$ cat config.mk
export PLATFORM = sky130hd
export DESIGN_NAME = triangle_span_rasterizer_unit
export DESIGN_NICKNAME = d
export VERILOG_FILES = /design/src/rtl/tsru_pkg.sv /design/src/rtl/tsru_div.sv /design/src/rtl/triangle_span_rasterizer_unit.sv
export SDC_FILE = /design/constraint.sdc
export NUM_CORES = 2
export LEC_CHECK = 0
export ABC_AREA = 1
export BUFFER_PORTS_ARGS = -buffer_cell sky130_fd_sc_hd__buf_4
export CELL_PAD_IN_SITES_DETAIL_PLACEMENT = 2
export CELL_PAD_IN_SITES_GLOBAL_PLACEMENT = 2
export CORE_MARGIN = 2
export CORE_UTILIZATION = 44
export DETAILED_ROUTE_END_ITERATION = 6
export PLACE_DENSITY_LB_ADDON = 0.1
export SYNTH_ARGS = -nofsm -noshare
export SYNTH_HDL_FRONTEND = slang
export SYNTH_SLANG_ARGS = --single-unit
$ cat constraint.sdc
create_clock -name clk -period 31.9 [get_ports clk]
set_clock_uncertainty 0.1 [all_clocks]
set_input_delay 3.19 -clock clk [delete_from_list [all_inputs] [get_ports clk]]
set_output_delay 3.19 -clock clk [all_outputs]
set_load 0.03 [all_outputs]
$ cat src/rtl/tsru_pkg.sv
package tsru_pkg;

	// Geometry and fixed-point format
	localparam int ROWS       = 63;
	localparam int COLS       = 1024;
	localparam int FRAC_BITS  = 8;
	localparam int SLOPE_FRAC = 16;

	localparam int XW   = 18;
	localparam int YW   = 14;
	localparam int ROWW = 6;
	localparam int COLW = $clog2(COLS);

	localparam logic [XW-1:0] XLIM = XW'((COLS - 1) << FRAC_BITS);
	localparam logic [YW-1:0] YLIM = YW'((ROWS - 1) << FRAC_BITS);

	// Divider: |dx| << SLOPE_FRAC over dy
	localparam int DVD_W = XW + SLOPE_FRAC;
	localparam int CNT_W = $clog2(DVD_W + 1);

	// Edge evaluation widths
	localparam int SLW = DVD_W + 1;   // signed slope
	localparam int DW  = YW + 2;      // signed row offset
	localparam int PW  = SLW + DW;    // product
	localparam int VW  = PW + 1;      // edge x, signed
	localparam int UW  = VW - 1;      // edge x, clamped at zero
	localparam int SH  = FRAC_BITS + SLOPE_FRAC;

	typedef struct packed {
		logic [XW-1:0] ax;
		logic [YW-1:0] ay;
		logic [XW-1:0] bx;
		logic [YW-1:0] by;
		logic [XW-1:0] cx;
		logic [YW-1:0] cy;
	} vtx_item_t;

	typedef struct packed {
		logic [ROWW-1:0] span_row;
		logic [COLW-1:0] span_start;
		logic [COLW-1:0] span_end;
		logic            span_last;
	} span_item_t;

	typedef enum logic [6:0] {
		S_IDLE    = 7'b0000001,
		S_SORT    = 7'b0000010,
		S_DIVGO   = 7'b0000100,
		S_DIVWAIT = 7'b0001000,
		S_ROWINIT = 7'b0010000,
		S_MUL     = 7'b0100000,
		S_EMIT    = 7'b1000000
	} state_t;

endpackage

$ cat src/rtl/tsru_div.sv
module tsru_div (
	input  logic                      clk,
	input  logic                      arst_n,
	input  logic                      start,
	input  logic [tsru_pkg::DVD_W-1:0] dividend,
	input  logic [tsru_pkg::YW-1:0]    divisor,
	output logic                      busy,
	output logic [tsru_pkg::DVD_W-1:0] quot
);
	import tsru_pkg::*;

	logic             busy_q;
	logic [CNT_W-1:0] cnt_q;
	logic [DVD_W-1:0] quot_q;
	logic [YW-1:0]    rem_q;
	logic [YW-1:0]    div_q;
	logic [YW:0]      trial;
	logic [YW:0]      diff;
	logic             ge;

	// One restoring step: shift in next dividend bit, subtract if it fits
	always_comb begin
		trial = {rem_q, quot_q[DVD_W-1]};
		ge    = trial >= {1'b0, div_q};
		diff  = trial - {1'b0, div_q};
	end

	always_ff @(posedge clk or negedge arst_n) begin
		if (!arst_n) begin
			busy_q <= 1'b0;
			cnt_q  <= '0;
		end else if (start) begin
			busy_q <= 1'b1;
			cnt_q  <= CNT_W'(DVD_W);
		end else if (busy_q) begin
			cnt_q <= cnt_q - 1'b1;
			if (cnt_q == CNT_W'(1)) begin
				busy_q <= 1'b0;
			end
		end
	end

	always_ff @(posedge clk) begin
		if (start) begin
			quot_q <= dividend;
			rem_q  <= '0;
			div_q  <= divisor;
		end else if (busy_q) begin
			rem_q  <= ge ? diff[YW-1:0] : trial[YW-1:0];
			quot_q <= {quot_q[DVD_W-2:0], ge};
		end
	end

	assign busy = busy_q;
	assign quot = quot_q;

endmodule

$ cat src/rtl/triangle_span_rasterizer_unit.sv
// channel | dir | handshake               | payload
// vtx     | in  | vtx_valid / vtx_ready   | vtx_item_t: three vertices
// span    | out | span_valid / span_ready | span_item_t: row, start, end, last
//
// One triangle at a time; vtx_ready is high only while idle.
// Setup: load, sort, then per slope a pass through the shared bit-serial
// divider (skipped for a horizontal edge).
// Rows: each row is a multiply step, then an add/compare step; each half
// starts with a row-init step.
// A span waits one stage so the final one can be flagged; a full output
// register stalls the row loop. Reset clears all control state.
module triangle_span_rasterizer_unit (
	input  logic                   clk,
	input  logic                   arst_n,
	input  logic                   vtx_valid,
	output logic                   vtx_ready,
	input  tsru_pkg::vtx_item_t    vtx,
	output logic                   span_valid,
	input  logic                   span_ready,
	output tsru_pkg::span_item_t   span
);
	import tsru_pkg::*;

	state_t state_q;

	logic [XW-1:0]   vx_q [3];
	logic [YW-1:0]   vy_q [3];
	logic [SLW-1:0]  slope_q [3];
	logic [1:0]      step_q;
	logic [1:0]      k_q;
	logic            neg_q;
	logic            half_q;
	logic [ROWW-1:0] row_q;
	logic [ROWW-1:0] lim_q;
	logic signed [PW-1:0] prod_e_q;
	logic signed [PW-1:0] prod_l_q;

	logic       pend_v_q;
	span_item_t pend_q;
	logic       out_v_q;
	span_item_t out_q;

	// divider link
	logic             div_start;
	logic             div_busy;
	logic [DVD_W-1:0] div_quot;
	logic [DVD_W-1:0] dvd;
	logic [YW-1:0]    dy;

	// operand selection
	logic [XW-1:0] xa, xb, xe;
	logic [YW-1:0] ya, yb, ye, ylo, yhi;
	logic [SLW-1:0] se;
	logic signed [XW:0] dx;
	logic [XW-1:0]  mag;
	logic signed [DW-1:0] d_e, d_l;
	logic signed [VW-1:0] va, vb;
	logic [UW-1:0] ua, ub, lo, hi;
	logic [UW:0]   lo_up;
	logic [UW-SH:0] c0;
	logic [UW-SH-1:0] c1;
	logic found;
	logic out_free;
	logic out_load;
	logic [SLW-1:0] new_slope;
	span_item_t new_span;

	tsru_div u_div (
		.clk      (clk),
		.arst_n   (arst_n),
		.start    (div_start),
		.dividend (dvd),
		.divisor  (dy),
		.busy     (div_busy),
		.quot     (div_quot)
	);

	// Slope operands for edge k: 1-2, 1-3, 2-3
	always_comb begin
		unique case (k_q)
			2'd0: begin
				xa = vx_q[0]; ya = vy_q[0]; xb = vx_q[1]; yb = vy_q[1];
			end
			2'd1: begin
				xa = vx_q[0]; ya = vy_q[0]; xb = vx_q[2]; yb = vy_q[2];
			end
			default: begin
				xa = vx_q[1]; ya = vy_q[1]; xb = vx_q[2]; yb = vy_q[2];
			end
		endcase
		dx  = $signed({1'b0, xb}) - $signed({1'b0, xa});
		mag = dx[XW] ? XW'(-dx) : dx[XW-1:0];
		dvd = {mag, {SLOPE_FRAC{1'b0}}};
		dy  = yb - ya;
		div_start = (state_q == S_DIVGO) && (dy != '0);
		new_slope = neg_q ? SLW'(-{1'b0, div_quot}) : {1'b0, div_quot};
	end

	// Half selection: upper half uses edge 1-2, lower half edge 2-3
	always_comb begin
		ylo = half_q ? vy_q[1] : vy_q[0];
		yhi = half_q ? vy_q[2] : vy_q[1];
		xe  = half_q ? vx_q[1] : vx_q[0];
		ye  = half_q ? vy_q[1] : vy_q[0];
		se  = half_q ? slope_q[2] : slope_q[0];
		d_e = $signed({2'b00, row_q, {FRAC_BITS{1'b0}}}) - $signed({2'b00, ye});
		d_l = $signed({2'b00, row_q, {FRAC_BITS{1'b0}}}) - $signed({2'b00, vy_q[0]});
	end

	// Edge x, clamp at zero, then ceil/floor to columns, clipped to the last column
	always_comb begin
		va = $signed({{(VW-DVD_W){1'b0}}, xe, {SLOPE_FRAC{1'b0}}})
			+ $signed({{(VW-PW){prod_e_q[PW-1]}}, prod_e_q});
		vb = $signed({{(VW-DVD_W){1'b0}}, vx_q[0], {SLOPE_FRAC{1'b0}}})
			+ $signed({{(VW-PW){prod_l_q[PW-1]}}, prod_l_q});
		ua = va[VW-1] ? '0 : va[UW-1:0];
		ub = vb[VW-1] ? '0 : vb[UW-1:0];
		lo = (ua < ub) ? ua : ub;
		hi = (ua < ub) ? ub : ua;
		lo_up = {1'b0, lo} + {{(UW+1-SH){1'b0}}, {SH{1'b1}}};
		c0 = lo_up[UW:SH];
		c1 = hi[UW-1:SH];
		found = {1'b0, c1} >= c0;
		new_span.span_row   = row_q;
		new_span.span_start = (c0 > (UW-SH+1)'(COLS - 1)) ? COLW'(COLS - 1) : c0[COLW-1:0];
		new_span.span_end   = (c1 > (UW-SH)'(COLS - 1)) ? COLW'(COLS - 1) : c1[COLW-1:0];
		new_span.span_last  = 1'b0;
	end

	assign out_free = !out_v_q || span_ready;

	// Output register loads, when free, on a found span with one pending, or on the final flush
	assign out_load = out_free && pend_v_q
		&& (((state_q == S_EMIT) && found)
			|| ((state_q == S_MUL) && (row_q > lim_q) && half_q));

	// Sequencer
	always_ff @(posedge clk or negedge arst_n) begin
		if (!arst_n) begin
			state_q  <= S_IDLE;
			step_q   <= '0;
			k_q      <= '0;
			half_q   <= 1'b0;
			pend_v_q <= 1'b0;
			out_v_q  <= 1'b0;
		end else begin
			if (out_load) begin
				out_v_q <= 1'b1;
			end else if (out_v_q && span_ready) begin
				out_v_q <= 1'b0;
			end
			unique case (state_q)
				S_IDLE: begin
					if (vtx_valid) begin
						step_q  <= '0;
						state_q <= S_SORT;
					end
				end
				S_SORT: begin
					step_q <= step_q + 1'b1;
					if (step_q == 2'd2) begin
						k_q     <= '0;
						state_q <= S_DIVGO;
					end
				end
				S_DIVGO: begin
					if (dy != '0) begin
						state_q <= S_DIVWAIT;
					end else if (k_q == 2'd2) begin
						half_q  <= 1'b0;
						state_q <= S_ROWINIT;
					end else begin
						k_q <= k_q + 1'b1;
					end
				end
				S_DIVWAIT: begin
					if (!div_busy) begin
						if (k_q == 2'd2) begin
							half_q  <= 1'b0;
							state_q <= S_ROWINIT;
						end else begin
							k_q     <= k_q + 1'b1;
							state_q <= S_DIVGO;
						end
					end
				end
				S_ROWINIT: begin
					state_q <= S_MUL;
				end
				S_MUL: begin
					if (row_q > lim_q) begin
						if (!half_q) begin
							half_q  <= 1'b1;
							state_q <= S_ROWINIT;
						end else if (!pend_v_q) begin
							state_q <= S_IDLE;
						end else if (out_free) begin
							// final span of the triangle
							pend_v_q <= 1'b0;
							state_q  <= S_IDLE;
						end
					end else begin
						state_q <= S_EMIT;
					end
				end
				S_EMIT: begin
					if (!found) begin
						state_q <= S_MUL;
					end else if (!pend_v_q) begin
						pend_v_q <= 1'b1;
						state_q  <= S_MUL;
					end else if (out_free) begin
						state_q <= S_MUL;
					end
				end
				default: begin
					state_q <= S_IDLE;
				end
			endcase
		end
	end

	// Datapath registers
	always_ff @(posedge clk) begin
		unique case (state_q)
			S_IDLE: begin
				if (vtx_valid) begin
					vx_q[0] <= (vtx.ax > XLIM) ? XLIM : vtx.ax;
					vy_q[0] <= (vtx.ay > YLIM) ? YLIM : vtx.ay;
					vx_q[1] <= (vtx.bx > XLIM) ? XLIM : vtx.bx;
					vy_q[1] <= (vtx.by > YLIM) ? YLIM : vtx.by;
					vx_q[2] <= (vtx.cx > XLIM) ? XLIM : vtx.cx;
					vy_q[2] <= (vtx.cy > YLIM) ? YLIM : vtx.cy;
				end
			end
			S_SORT: begin
				// compare-swap pairs 0-1, 1-2, 0-1; equal y keeps order
				if (step_q == 2'd1) begin
					if (vy_q[1] > vy_q[2]) begin
						vx_q[1] <= vx_q[2]; vx_q[2] <= vx_q[1];
						vy_q[1] <= vy_q[2]; vy_q[2] <= vy_q[1];
					end
				end else if (vy_q[0] > vy_q[1]) begin
					vx_q[0] <= vx_q[1]; vx_q[1] <= vx_q[0];
					vy_q[0] <= vy_q[1]; vy_q[1] <= vy_q[0];
				end
			end
			S_DIVGO: begin
				neg_q <= dx[XW];
				if (dy == '0) begin
					slope_q[k_q] <= '0;
				end
			end
			S_DIVWAIT: begin
				if (!div_busy) begin
					slope_q[k_q] <= new_slope;
				end
			end
			S_ROWINIT: begin
				row_q <= ROWW'((YW'(ylo) + YW'((1 << FRAC_BITS) - 1)) >> FRAC_BITS);
				lim_q <= ROWW'(yhi >> FRAC_BITS);
			end
			S_MUL: begin
				prod_e_q <= $signed(se) * d_e;
				prod_l_q <= $signed(slope_q[1]) * d_l;
				if (row_q > lim_q && half_q && pend_v_q && out_free) begin
					out_q <= '{span_row: pend_q.span_row, span_start: pend_q.span_start,
						span_end: pend_q.span_end, span_last: 1'b1};
				end
			end
			S_EMIT: begin
				if (!found) begin
					row_q <= row_q + 1'b1;
				end else if (!pend_v_q) begin
					pend_q <= new_span;
					row_q  <= row_q + 1'b1;
				end else if (out_free) begin
					out_q  <= pend_q;
					pend_q <= new_span;
					row_q  <= row_q + 1'b1;
				end
			end
			default: begin
			end
		endcase
	end

	assign vtx_ready  = (state_q == S_IDLE);
	assign span_valid = out_v_q;
	assign span       = out_q;

	a_state_onehot: assert property (@(posedge clk) disable iff (!arst_n)
		$onehot(state_q)) else $error("sequencer state not one-hot");

	a_idle_no_pending: assert property (@(posedge clk) disable iff (!arst_n)
		(state_q == S_IDLE) |-> !pend_v_q) else $error("span left pending while idle");

	a_div_only_wait: assert property (@(posedge clk) disable iff (!arst_n)
		div_busy |-> (state_q == S_DIVWAIT)) else $error("divider busy outside slope wait");

	a_span_order: assert property (@(posedge clk) disable iff (!arst_n)
		span_valid |-> (span.span_start <= span.span_end))
		else $error("span start beyond span end");

	a_out_held: assert property (@(posedge clk) disable iff (!arst_n)
		(span_valid && !span_ready) |=> (span_valid && $stable(span)))
		else $error("stalled span changed");

endmodule

==> flow_summary.json <==
{
  "syn_inst": 7839,
  "synth_cell_types": 71,
  "yosys_register_bits": 450,
  "port_buffers": 128,
  "grt.total_usage": 0.3606,
  "finalWorstSetupSlack_ns": 20.05,
  "areaGrowthSynthToFinish_pct": 7.701,
  "cts_resized": 0,
  "synth-compound-area-share": 0.08407,
  "dr.pass1.iters": 5,
  "critPathMaxFanout": 127,
  "clk-insertion-delay-late_ns": 0.69,
  "die_area_sq_um": 149700,
  "slowest_delay_ns": 0.94,
  "reg2reg_depth": 45,
  "critPathLaunch": "half_q",
  "cp-end-kind": "register",
  "drt-initial-drc-count": 3253,
  "overflow": 0,
  "die_y_um": 386.9,
  "max-cap-violations": 0,
  "arrival_ns": 12.13,
  "ant_nets": 0,
  "whs_path_depth": 0,
  "route.detailed.drc": 0,
  "pre_cts_ws_ns": 20.46,
  "crit_family": "simple AND/OR/NAND/NOR gates",
  "clock_sinks": 450,
  "r2r_start": "half_q",
  "clkSlewWorstSetupHoldPaths_ns": 0.06,
  "grt_max_degree": 128,
  "drive_above_1_share": 0.05621,
  "synth_edf_count": 399,
  "synthTopCellsByArea": "fa_1 30%, edfxtp_1 19%, nand2_1 10%",
  "vias": 56254,
  "path_buf_inv": 5,
  "root_buffer": "clkbuf_16",
  "slew_viol_final": 0,
  "setup_viol": 0,
  "syn_area_per_cell_sq_um": 8.228,
  "final_hold_viol_count": 0,
  "fmax_mhz": 84.39,
  "fin_cells": 9819,
  "htreeDepth": 2,
  "antenna_found_initial": 10,
  "routedWlPerCell_um": 27.35,
  "finalCritPeriodShare": 0.3715,
  "hp-class": "reg2reg",
  "cts_buffers": 59,
  "endpoint": "row_q[5]",
  "crit_path_top_delay_cell": "dfrtp_4",
  "slew_headroom": 0.01989,
  "required_ns": 32.18,
  "coreArea_sq_um": 145600,
  "grt_setup_unrepaired": "false",
  "num_io_pins": 129,
  "synth_top_area_frac": 0.3007,
  "ys_async_sr_fraction": 0.04667,
  "period_needed_ns": 11.85,
  "hold_buffers": 0,
  "ys_seq_area_frac": 0.2032,
  "post-place-cells": 9707,
  "synth_warnings": 0,
  "grt_pass1_vias": 66096,
  "initial_core_util": 0.4431,
  "synthesis.area_sq_um": 64500,
  "post_cts.repair.setup_buffers": 0,
  "setup_tns_ns": 0,
  "gp_congestion": 0.9612,
  "synthFlopType": "edfxtp_1",
  "synth_largest_area_cell": "fa_1",
  "outcome": "finished clean",
  "wl_um": 268600,
  "synthMuxAreaShare": 0.0005043,
  "hpwl_um": 220700,
  "nets": 9378,
  "synth_fp_nets": 9366,
  "rows": 140,
  "clk_path_buf_depth": 3,
  "synth_adder_area_share": 0.3896,
  "worstSetupStartpointType": "register",
  "synth-xor-area-share": 0.02607,
  "fill_cells": 16319,
  "fp.dieW_um": 386.9,
  "final_util": 0.4772,
  "path_common_cell": "nand2_1",
  "cts_tree": "built",
  "synth_top_family_by_area": "adder cells",
  "synth_simple_gate_area_share": 0.1837,
  "r2r_end": "row_q[5]",
  "rrSetupSlack_ns": 20.05,
  "worstSetupPathType": "reg2reg",
  "grt_first_pass_wirelength_um": 410100,
  "tightest_slew_ns": 1.460,
  "viasPerCell": 5.729,
  "path_depth": 45
}
cell families (layout without fill, tap and decap cells):
logic type,after synthesis,after routing
adders and majority gates,1427,1427
buffers and inverters,1912,1972
other,0,3
DFF,450,450
AOI/OAI and AO/OA,970,970
and+or+nand+nor,2885,2885
muxes,3,3
xor gates and xnor gates,192,192
synthesized netlist by cell type (76+ instances only):
library cell	instances
nor2_1	637
a21oi_1	363
o21ai_0	346
inv_1	1627
xnor2_1	76
ha_1	458
xor2_1	116
fa_1	969
clkbuf_1	221
nand2_1	1785
edfxtp_1	399
nand3_1	192
routing by layer:
metal / GRT usage / routed length (um)
met5: 0 / 84
met4: 0.1754 / 14770
met3: 0.04608 / 12550
met2: 0.6481 / 137200
met1: 0.4241 / 104000
flip-flops by register name (all words and copies together), names as in the netlist, 7 cells and up:
register     count
pend_q          26
prod_e_q        50
prod_l_q        50
slope_q        105
span            27
state_q          7
u_div.div_q     14
u_div.quot      34
u_div.rem_q     14
vx_q            54
vy_q            42
metrics by stage:
stage,cell area [sq um],hold slack (ns)
floorplan,64500,0.3003
global placement,67560,0.3035
detailed placement,67560,0.3066
CTS,69460,0.3244
global route,69460,0.3297
finish,69470,0.3228
worst min path at each step:
stage               startpoint        to  slack [ns]
CTS                  pend_q[2]   span[2]        0.32
global placement    pend_q[22]  span[22]        0.30
global route        pend_q[20]  span[20]        0.33
floorplan           pend_q[10]  span[10]        0.30
finish               pend_q[2]   span[2]        0.32
detailed placement  pend_q[24]  span[24]        0.31
cell usage in the layout, fill, tap and decap left out, drive strengths merged, types with 54 or more instances in the layout:
cell type,instances
nand3,199
nor2,652
nand2,1817
xnor2,76
o21ai,365
clkbuf,72
xor2,116
fa,969
nor3,75
ha,458
inv,1636
nand4,54
buf,214
a21oi,365
edfxtp,399
area by class of cell:
type,count,area [sq um],area share
multi-input cells,5477,44250,0.6370
flip-flops and latches,450,13110,0.1888
inverters,1649,6190,0.08910
well taps,1917,2399,0.03453
repair buffers,214,1607,0.02313
clock buffers,72,1587,0.02284
clock inverters,37,319.1,0.004593
diodes,3,7.507,0.0001081
worst register-to-register path: cells and delay by family (launching register included):
kind	cells	cell delay, ns
AND/OR/NAND/NOR	24	4.94
flip-flops	1	0.94
buffers and inverters	5	0.58
XOR/XNOR	1	0.32
adder cells (fa/ha/maj)	3	1.21
AO/OA/AOI/OAI	11	3.23
multiplexers	1	0.26
Power is left out: the tool's default activity adds up to more than one toggle a clock period on the data nets, which glitch-free logic cannot reach.
